### src/kts_pkg.sv
// shared types, codes and helpers of the keyframe track sampler
package kts_pkg;

	localparam int TIME_W      = 16;
	localparam int DATA_W      = 32;
	localparam int U_W         = 16;
	localparam int IN_TDATA_W  = 232;
	localparam int IN_TUSER_W  = 2;
	localparam int OUT_TDATA_W = 104;
	localparam int CFG_ADDR_W  = 3;
	localparam int CFG_DATA_W  = 32;
	localparam int DIV_STEPS   = 32;
	localparam int DIV_CNT_W   = $clog2(DIV_STEPS);
	localparam int MUL_W       = 33;
	localparam int PROD_W      = 2 * MUL_W;
	localparam int ACC_W       = PROD_W + 2;

	// item kinds carried on tuser
	localparam logic [1:0] ACT_CLEAR = 2'd0;
	localparam logic [1:0] ACT_LOAD  = 2'd1;
	localparam logic [1:0] ACT_QUERY = 2'd2;

	// multiplier operand selections
	localparam logic [1:0] MOP_U2   = 2'd0;
	localparam logic [1:0] MOP_U3   = 2'd1;
	localparam logic [1:0] MOP_LIN  = 2'd2;
	localparam logic [1:0] MOP_HERM = 2'd3;

	// register index bit of paddr
	localparam logic REG_WRAP_PERIOD = 1'b0;
	localparam logic [TIME_W-1:0] WRAP_PERIOD_RST = 16'hFFFF;

	typedef struct packed {
		logic [2:0][DATA_W-1:0] pos;
		logic [2:0][DATA_W-1:0] tan;
		logic                   spline;
	} kts_key_t;

	typedef struct packed {
		logic       capture;
		logic       exec_clear;
		logic       exec_load;
		logic       mod_start;
		logic       lat_t;
		logic       scan_clr;
		logic       scan_next;
		logic       kaddr_prev;
		logic       lat_k0;
		logic       lat_k1;
		logic       blend_start;
		logic       lat_u;
		logic       mul_en;
		logic [1:0] mop;
		logic       lat_u2;
		logic       lat_h;
		logic       acc_en;
		logic       term_clr;
		logic       term_inc;
		logic       axis_clr;
		logic       axis_inc;
		logic       res_lin;
		logic       res_herm;
		logic       res_hold;
		logic       out_load;
	} kts_cmd_t;

	typedef struct packed {
		logic       div_busy;
		logic       cnt_zero;
		logic       t_gt;
		logic       t_hold;
		logic       first;
		logic       spline_both;
		logic       term_last;
		logic       axis_last;
		logic [1:0] act;
	} kts_sts_t;

	function automatic logic [DATA_W-1:0] sat32(input logic signed [ACC_W-1:0] v);
		logic signed [ACC_W-1:0] hi;
		logic signed [ACC_W-1:0] lo;
		hi = 68'sd2147483647;
		lo = -68'sd2147483648;
		if (v > hi) begin
			return 32'h7FFFFFFF;
		end else if (v < lo) begin
			return 32'h80000000;
		end
		return v[DATA_W-1:0];
	endfunction

endpackage

### src/kts_ctrl.sv
// sequencer for clear, load and query items
module kts_ctrl (
	input  logic             clk,
	input  logic             arst_n,
	input  logic             in_tvalid,
	output logic             in_tready,
	output logic             out_tvalid,
	input  logic             out_tready,
	input  kts_pkg::kts_sts_t sts,
	output kts_pkg::kts_cmd_t cmd
);
	import kts_pkg::*;

	localparam logic [4:0] S_IDLE = 5'd0;
	localparam logic [4:0] S_EXEC = 5'd1;
	localparam logic [4:0] S_MOD  = 5'd2;
	localparam logic [4:0] S_SRD  = 5'd3;
	localparam logic [4:0] S_SCHK = 5'd4;
	localparam logic [4:0] S_HRD  = 5'd5;
	localparam logic [4:0] S_HLD  = 5'd6;
	localparam logic [4:0] S_RDA  = 5'd7;
	localparam logic [4:0] S_RDB  = 5'd8;
	localparam logic [4:0] S_LATB = 5'd9;
	localparam logic [4:0] S_DIV  = 5'd10;
	localparam logic [4:0] S_LMUL = 5'd11;
	localparam logic [4:0] S_LACC = 5'd12;
	localparam logic [4:0] S_U2   = 5'd13;
	localparam logic [4:0] S_U3   = 5'd14;
	localparam logic [4:0] S_H    = 5'd15;
	localparam logic [4:0] S_HMUL = 5'd16;
	localparam logic [4:0] S_HACC = 5'd17;
	localparam logic [4:0] S_HFIN = 5'd18;
	localparam logic [4:0] S_OUT  = 5'd19;

	logic [4:0] state_q;
	logic [4:0] state_nxt;
	logic       otv_q;
	logic       out_free;

	assign in_tready  = (state_q == S_IDLE);
	assign out_tvalid = otv_q;
	assign out_free   = !otv_q || out_tready;

	always_comb begin
		cmd       = '0;
		cmd.mop   = MOP_LIN;
		state_nxt = state_q;
		case (state_q)
			S_IDLE: begin
				if (in_tvalid) begin
					cmd.capture = 1'b1;
					state_nxt   = S_EXEC;
				end
			end
			S_EXEC: begin
				case (sts.act)
					ACT_CLEAR: begin
						cmd.exec_clear = 1'b1;
						state_nxt      = S_OUT;
					end
					ACT_LOAD: begin
						cmd.exec_load = 1'b1;
						state_nxt     = S_OUT;
					end
					ACT_QUERY: begin
						cmd.mod_start = 1'b1;
						state_nxt     = S_MOD;
					end
					default: state_nxt = S_OUT;
				endcase
			end
			S_MOD: begin
				if (!sts.div_busy) begin
					cmd.lat_t    = 1'b1;
					cmd.scan_clr = 1'b1;
					state_nxt    = sts.cnt_zero ? S_OUT : S_SRD;
				end
			end
			S_SRD: state_nxt = S_SCHK;
			S_SCHK: begin
				if (sts.t_gt) begin
					state_nxt = sts.first ? S_OUT : S_RDA;
				end else if (sts.t_hold) begin
					state_nxt = S_HRD;
				end else begin
					cmd.scan_next = 1'b1;
					state_nxt     = S_SRD;
				end
			end
			S_HRD: state_nxt = S_HLD;
			S_HLD: begin
				cmd.res_hold = 1'b1;
				state_nxt    = S_OUT;
			end
			S_RDA: begin
				cmd.kaddr_prev = 1'b1;
				state_nxt      = S_RDB;
			end
			S_RDB: begin
				cmd.lat_k0      = 1'b1;
				cmd.blend_start = 1'b1;
				state_nxt       = S_LATB;
			end
			S_LATB: begin
				cmd.lat_k1 = 1'b1;
				state_nxt  = S_DIV;
			end
			S_DIV: begin
				if (!sts.div_busy) begin
					cmd.lat_u    = 1'b1;
					cmd.axis_clr = 1'b1;
					cmd.term_clr = 1'b1;
					state_nxt    = sts.spline_both ? S_U2 : S_LMUL;
				end
			end
			S_LMUL: begin
				cmd.mul_en = 1'b1;
				cmd.mop    = MOP_LIN;
				state_nxt  = S_LACC;
			end
			S_LACC: begin
				cmd.res_lin = 1'b1;
				if (sts.axis_last) begin
					state_nxt = S_OUT;
				end else begin
					cmd.axis_inc = 1'b1;
					state_nxt    = S_LMUL;
				end
			end
			S_U2: begin
				cmd.mul_en = 1'b1;
				cmd.mop    = MOP_U2;
				state_nxt  = S_U3;
			end
			S_U3: begin
				cmd.lat_u2 = 1'b1;
				cmd.mul_en = 1'b1;
				cmd.mop    = MOP_U3;
				state_nxt  = S_H;
			end
			S_H: begin
				cmd.lat_h = 1'b1;
				state_nxt = S_HMUL;
			end
			S_HMUL: begin
				cmd.mul_en = 1'b1;
				cmd.mop    = MOP_HERM;
				state_nxt  = S_HACC;
			end
			S_HACC: begin
				cmd.acc_en = 1'b1;
				if (sts.term_last) begin
					state_nxt = S_HFIN;
				end else begin
					cmd.term_inc = 1'b1;
					state_nxt    = S_HMUL;
				end
			end
			S_HFIN: begin
				cmd.res_herm = 1'b1;
				cmd.term_clr = 1'b1;
				if (sts.axis_last) begin
					state_nxt = S_OUT;
				end else begin
					cmd.axis_inc = 1'b1;
					state_nxt    = S_HMUL;
				end
			end
			S_OUT: begin
				if (out_free) begin
					cmd.out_load = 1'b1;
					state_nxt    = S_IDLE;
				end
			end
			default: state_nxt = S_IDLE;
		endcase
	end

	always_ff @(posedge clk or negedge arst_n) begin
		if (!arst_n) begin
			state_q <= S_IDLE;
			otv_q   <= 1'b0;
		end else begin
			state_q <= state_nxt;
			if (cmd.out_load) begin
				otv_q <= 1'b1;
			end else if (out_tready) begin
				otv_q <= 1'b0;
			end
		end
	end

	a_load_when_free: assert property (@(posedge clk) disable iff (!arst_n)
		cmd.out_load |-> (!otv_q || out_tready))
		else $error("result loaded over an untaken beat");

	a_accept_exec: assert property (@(posedge clk) disable iff (!arst_n)
		(in_tvalid && in_tready) |=> (state_q == S_EXEC))
		else $error("accepted beat not executed");

	a_div_started: assert property (@(posedge clk) disable iff (!arst_n)
		(cmd.mod_start || cmd.blend_start) |=> sts.div_busy)
		else $error("divider did not start");

	a_one_result: assert property (@(posedge clk) disable iff (!arst_n)
		cmd.out_load |=> (state_q == S_IDLE))
		else $error("result load outside item end");

endmodule

### config.mk
export PLATFORM = sky130hd
export DESIGN_NAME = kts_ctrl
export DESIGN_NICKNAME = d
export VERILOG_FILES = /design/src/kts_pkg.sv /design/src/kts_ctrl.sv
export SDC_FILE = /design/constraint.sdc
export NUM_CORES = 1
export LEC_CHECK = 0
export BUFFER_PORTS_ARGS = -buffer_cell sky130_fd_sc_hd__buf_4
export CAP_MARGIN = 0
export CORE_MARGIN = 1.5
export CORE_UTILIZATION = 45
export CTS_CLUSTER_SIZE = 40
export DETAILED_ROUTE_END_ITERATION = 16
export GPL_TIMING_DRIVEN = 1
export PLACE_DENSITY = 0.81
export SYNTH_ARGS = -nofsm -noshare
export SYNTH_HDL_FRONTEND = slang
export SYNTH_SLANG_ARGS = --single-unit
export TNS_END_PERCENT = 10
### constraint.sdc
create_clock -name clk -period 1.71 [get_ports clk]
set_clock_uncertainty 0.2 [all_clocks]
set_input_delay 0.0855 -clock clk [delete_from_list [all_inputs] [get_ports clk]]
set_output_delay 0.0855 -clock clk [all_outputs]
set_load 0.005 [all_outputs]
; ---- Yosys cells after proc, flatten, opt, wreduce, memory -nomap -nowiden
; Cells that the tools add are included.
[word_totals]
output_inout_bits = 28
in_bits = 14
reg_bits = 6
[classes]
n_mux = 46
eq_ne = 25
n_reduce_logical = 7
[ops]
columns = op, count
row1 = case mux 5 bit (20 select lines), 1
row2 = two-way mux 5 bit, 9
row3 = equality test 5 x 4 -> 1 bit (second input constant), 8
row4 = two-way mux 1 bit, 27
row5 = equality test 5 x 3 -> 1 bit (second input constant), 4
row6 = equality test 5 bit (second input constant), 4
row7 = case mux 3 bit (4 select lines), 1
row8 = equality test 5 x 2 -> 1 bit (second input constant), 2
row9 = two-way mux 3 bit, 3
row10 = two-way mux 2 bit, 4
row11 = != test 2 bit (second input constant), 4
row12 = equality test 5 x 1 -> 1 bit (second input constant), 1
row13 = zero test 5 bit, 1
row14 = AND reduction 4 bit, 1
row15 = equality test 2 x 1 -> 1 bit (second input constant), 1
row16 = equality test 2 bit (second input constant), 1
row17 = zero test 2 bit, 1
row18 = case mux 1 bit (2 select lines), 1
row19 = nonzero test 2 bit, 1
row20 = OR reduction 2 bit, 1
row21 = zero test 1 bit, 1
row22 = logical OR 1 bit, 1

; ---- Depth between registers and ports, before layout
[logic_depth]
ltp_word = 5
depth_mapped = 6

; ---- Worst setup path after synthesis
; OpenSTA, ideal clock, no wires.
[synth_timing]
kind = reg-to-reg
from = reg state_q[1]
to = reg state_q[4]
setup_ns = 0.127
arrival_time_ns = 1.220
n_path_buf = 2
period_less_slack_ns = 1.547
stages_incl_launch_ff = 7
slack_ns = 0.163
path_cell_list = dfrtp_1 buf_2 buf_6 a21oi_1 nor3_2 a2111oi_2 o21ai_1
[synth_between]
elab_chain_len = 3
[synth_lines]
columns = element, line
row1 = start: declaration, kts_ctrl.sv:35  ; logic [4:0] state_q;
row2 = start signal: assignment, kts_ctrl.sv:184  ; state_q <= state_nxt;
row3 = "equality test 5 bit, or another cell as far along", kts_ctrl.sv:48  ; case (state_q)
row4 = != test 2 bit (no line), -
row5 = AND reduction 4 bit (no line), -
; Several ways; a longest one is shown, not always the timed one.
; A chain may end at the register's enable or synchronous reset.

==> metrics <==
Max IR drop VDD around 1.3 mV; gr ovfl total 0; post-layout net count 197; largest family of logic cells by synthesized area simple AND/OR/NAND/NOR gates; maximum clock frequency between 500 and 600 MHz; top cells by area, synth dfrtp_1 18%, nor2_1 6.6%, a21oi_1 5.3%, buf_4 4.4%, nor2b_1 4.4%; Worst Tran Pin Value around 0.37 ns; crit path cell chain buf_4 -> nand2_1 -> nor2_2 -> a21oi_1 -> o32ai_1 -> buf_4; die area roughly 2200 sq um; CTS max path bufs 2; mapped cell area about 850 sq um; TritonCTS clock tree done; pwr dens 1660 nW/um^2; Synth Area in Adders 0%; Final min period approximately 2.0 ns; FF+latch count, synth 6; Compound-Gate Fraction of Synth Area 23.3%; overall power between 2 and 3 mW; final hold vios 0; area share of and/or/nand/nor cells after synthesis a little under half; failing checks negative setup slack; Die X about 47 um; Synth Area in XOR/XNOR 0%; total CTS buffers 3; Distinct cells, synth 45; CP max-delay cell dfrtp_1; routed vias/inst around 6.1; share of cells above drive strength 1 60.2%; most frequent CP cell buf_4; reg2reg start state_q[2]$_DFFE_PN0P_; Worst-Skew Late Latency about 0.25 ns; Initial Util approximately half; Logic pwr share 81.8%; Post-route DRC 0; Syn Inst Count ~120; # setup viols final 25; H-tree level count 1; status finished, violations left; ys async rst share 100%; Placed Instances 187; Setup Slack @ Placement -0.0542 ns; clock power share roughly 5.2%; yosys warns 0; DR vias around 1200; Hold Path Cell Cnt 4; Critical Path Max Stage Delay 0.41 ns; FF-to-FF path depth 6; Psw approximately 1.2 mW; Relative slew margins between 70 and 80%; Antenna Cells 0; fill count between 90 and 100; unrepaired setup endpoints after global routing yes; FF-to-FF End state_q[0]$_DFFE_PN0P_; first-pass GRT wire length 5060 um; hold path startpoint sts[4]; vias in the first global route between 1000 and 1500; worst setup margin -0.243 ns; core area 1760 sq um; sequential cell area fraction in the yosys report approximately 18%; Worst setup EP type output port; area grow syn2layout 79.9%; area share of the largest cell type after synthesis 17.6%; WP data arrival approximately 1.7 ns; Post-synth EDFFs 0; Total Routing Usage GR ~34%; Clock Sink Count 6; clock tree root driver cell clkbuf_4; syn avg cell area roughly 7.4 sq um; crit start category flip-flop; Min Hold Slack 0.0584 ns; Switching Fraction roughly 47%; iteration count of the initial detailed-routing pass 4; TNS Setup -2.15 ns; final instance count without filler cells 206; num rows 15; port bufs slightly above 40; Synth Flop Type dfrtp_1; largest net degree at the start of global routing 11; R2R setup slack -0.20 ns; multiplexer share of the synthesized area around 1.3%; Die Ht about 47 um; Int Power around 1.4 mW; Reg power frac between 10% and 20%; Pleak 0.769 nW; worst min path class input pin to flip-flop; Ports 42; Max-cap violations 0; initial antenna violation count 0; Worst-path clk slew ~0.050 ns; DR iter-0 viols 58; Max Slew Vio Count 0; final worst-path cycle share 114%; remaining antenna violation count after routing 0; Post-Route WL around 3900 um; HPWL after DPL 2120 um; syn nets around 130; Routed WL per cell between 15 and 20 um; hold worst-path end state_q[1]$_DFFE_PN0P_; Final Wtd Congestion 0.879; Crit path required time between 1 and 1.5 ns; post-synth top area cell dfrtp_1; Setup Crit Path Kind flip-flop to output port; crit-path max FO 5
==> per-stage QoR <==
step           utilization (%)  cell area (sq um)
2_1_floorplan                -                855
3_3_place_gp              70.1               1240
3_5_place_dp              70.1               1240
4_1_cts                   82.3               1450
5_1_grt                   87.2               1540
6_report                  87.2               1540
==> worst max path at each step <==
stage | cells after the start | end | start
floorplan | 6 | state_q[4]$_DFFE_PN0P_ | state_q[1]$_DFFE_PN0P_
global placement | 5 | cmd[7] | state_q[4]$_DFFE_PN0P_
detailed placement | 5 | cmd[7] | state_q[4]$_DFFE_PN0P_
CTS | 6 | state_q[0]$_DFFE_PN0P_ | state_q[2]$_DFFE_PN0P_
global route | 6 | cmd[13] | state_q[1]$_DFFE_PN0P_
finish | 6 | cmd[13] | state_q[1]$_DFFE_PN0P_
==> power groups by stage <==
stage / logic [mW] / registers, mW / clock network, mW
3_5_place_dp: 1.45 / 0.349 / 0
3_3_place_gp: 1.40 / 0.344 / 0
2_1_floorplan: 0.996 / 0.248 / 0
6_report: 2.08 / 0.333 / 0.131
5_1_grt: 2.19 / 0.332 / 0.155
4_1_cts: 1.78 / 0.326 / 0.135
==> metal layers <==
layer | share of wire (%) | global-route usage (%) | vias to the layer above
met2 | 54 | 59.4 | 104
met5 | 0 | 0 | -
met3 | 8.7 | 5.10 | 12
met1 | 35 | 40.7 | 586
li1 | - | - | 545
met4 | 2.8 | 11.4 | 0
==> worst max-delay path, delay by kind of cell (launching register included) <==
kind	cells	cell delay (ns)
flip-flops	1	0.41
AO/OA/AOI/OAI	2	0.39
buffers and inverters	2	0.31
AND/OR/NAND/NOR	2	0.31
==> area by class of cell <==
| type | instances | area, sq um | area share, % |
|---|---|---|---|
| Multi-Input combinational cell | 93 | 697 | 45.3 |
| Timing Repair Buffer | 75 | 617 | 40.1 |
| Inverter | 4 | 15.0 | 0.976 |
| Tap cell | 25 | 31.3 | 2.03 |
| Clock buffer | 3 | 22.5 | 1.46 |
| Sequential cell | 6 | 155 | 10.1 |
==> sequential cells by signal, indices dropped and copies added, names as in the netlist <==
| name | cells |
|---|---|
| state_q | 5 |
| out_tvalid | 1 |
==> placed cells by master, fill, tap and decap left out, types with 3 or more instances in the layout <==
cell type / count
buf_4: 60
nor2_1: 10
a21oi_1: 9
buf_6: 9
nand2_1: 5
nor2b_1: 5
nor2_2: 4
inv_1: 4
nor3_2: 4
dlygate4sd3_1: 4
dfrtp_2: 4
and3b_1: 3
nor3_1: 3
o21ai_0: 3
clkbuf_4: 3
==> synthesized netlist by cell type (2+ instances only) <==
cell,count
nor2b_1,6
o22ai_1,3
nor4_1,2
buf_4,5
nor2_1,15
a21oi_1,9
o21ai_0,3
a21o_1,2
dfrtp_1,6
a32oi_1,2
nand2b_1,3
and2_1,3
nand2_1,6
buf_6,3
inv_1,4
nand3_1,2
buf_2,4
o21ai_1,2
or2_1,2
and3b_1,3
nor3_1,6
==> cell families after synthesis <==
group / count (synthesis)
and+or+nand+nor: 62
muxes: 1
buffers and inverters: 16
AOI/OAI and AO/OA: 30
DFF: 6
==> timing repair <==
action	4_1_cts	5_1_grt
pin swaps	7	5
setup endpoints to repair	26	29
hold endpoints to repair	8	0
gates resized for setup	21	15
hold buffers	4	0
gates cloned	0	0
setup buffers	9	3
Power figures use the tool's default switching activity.
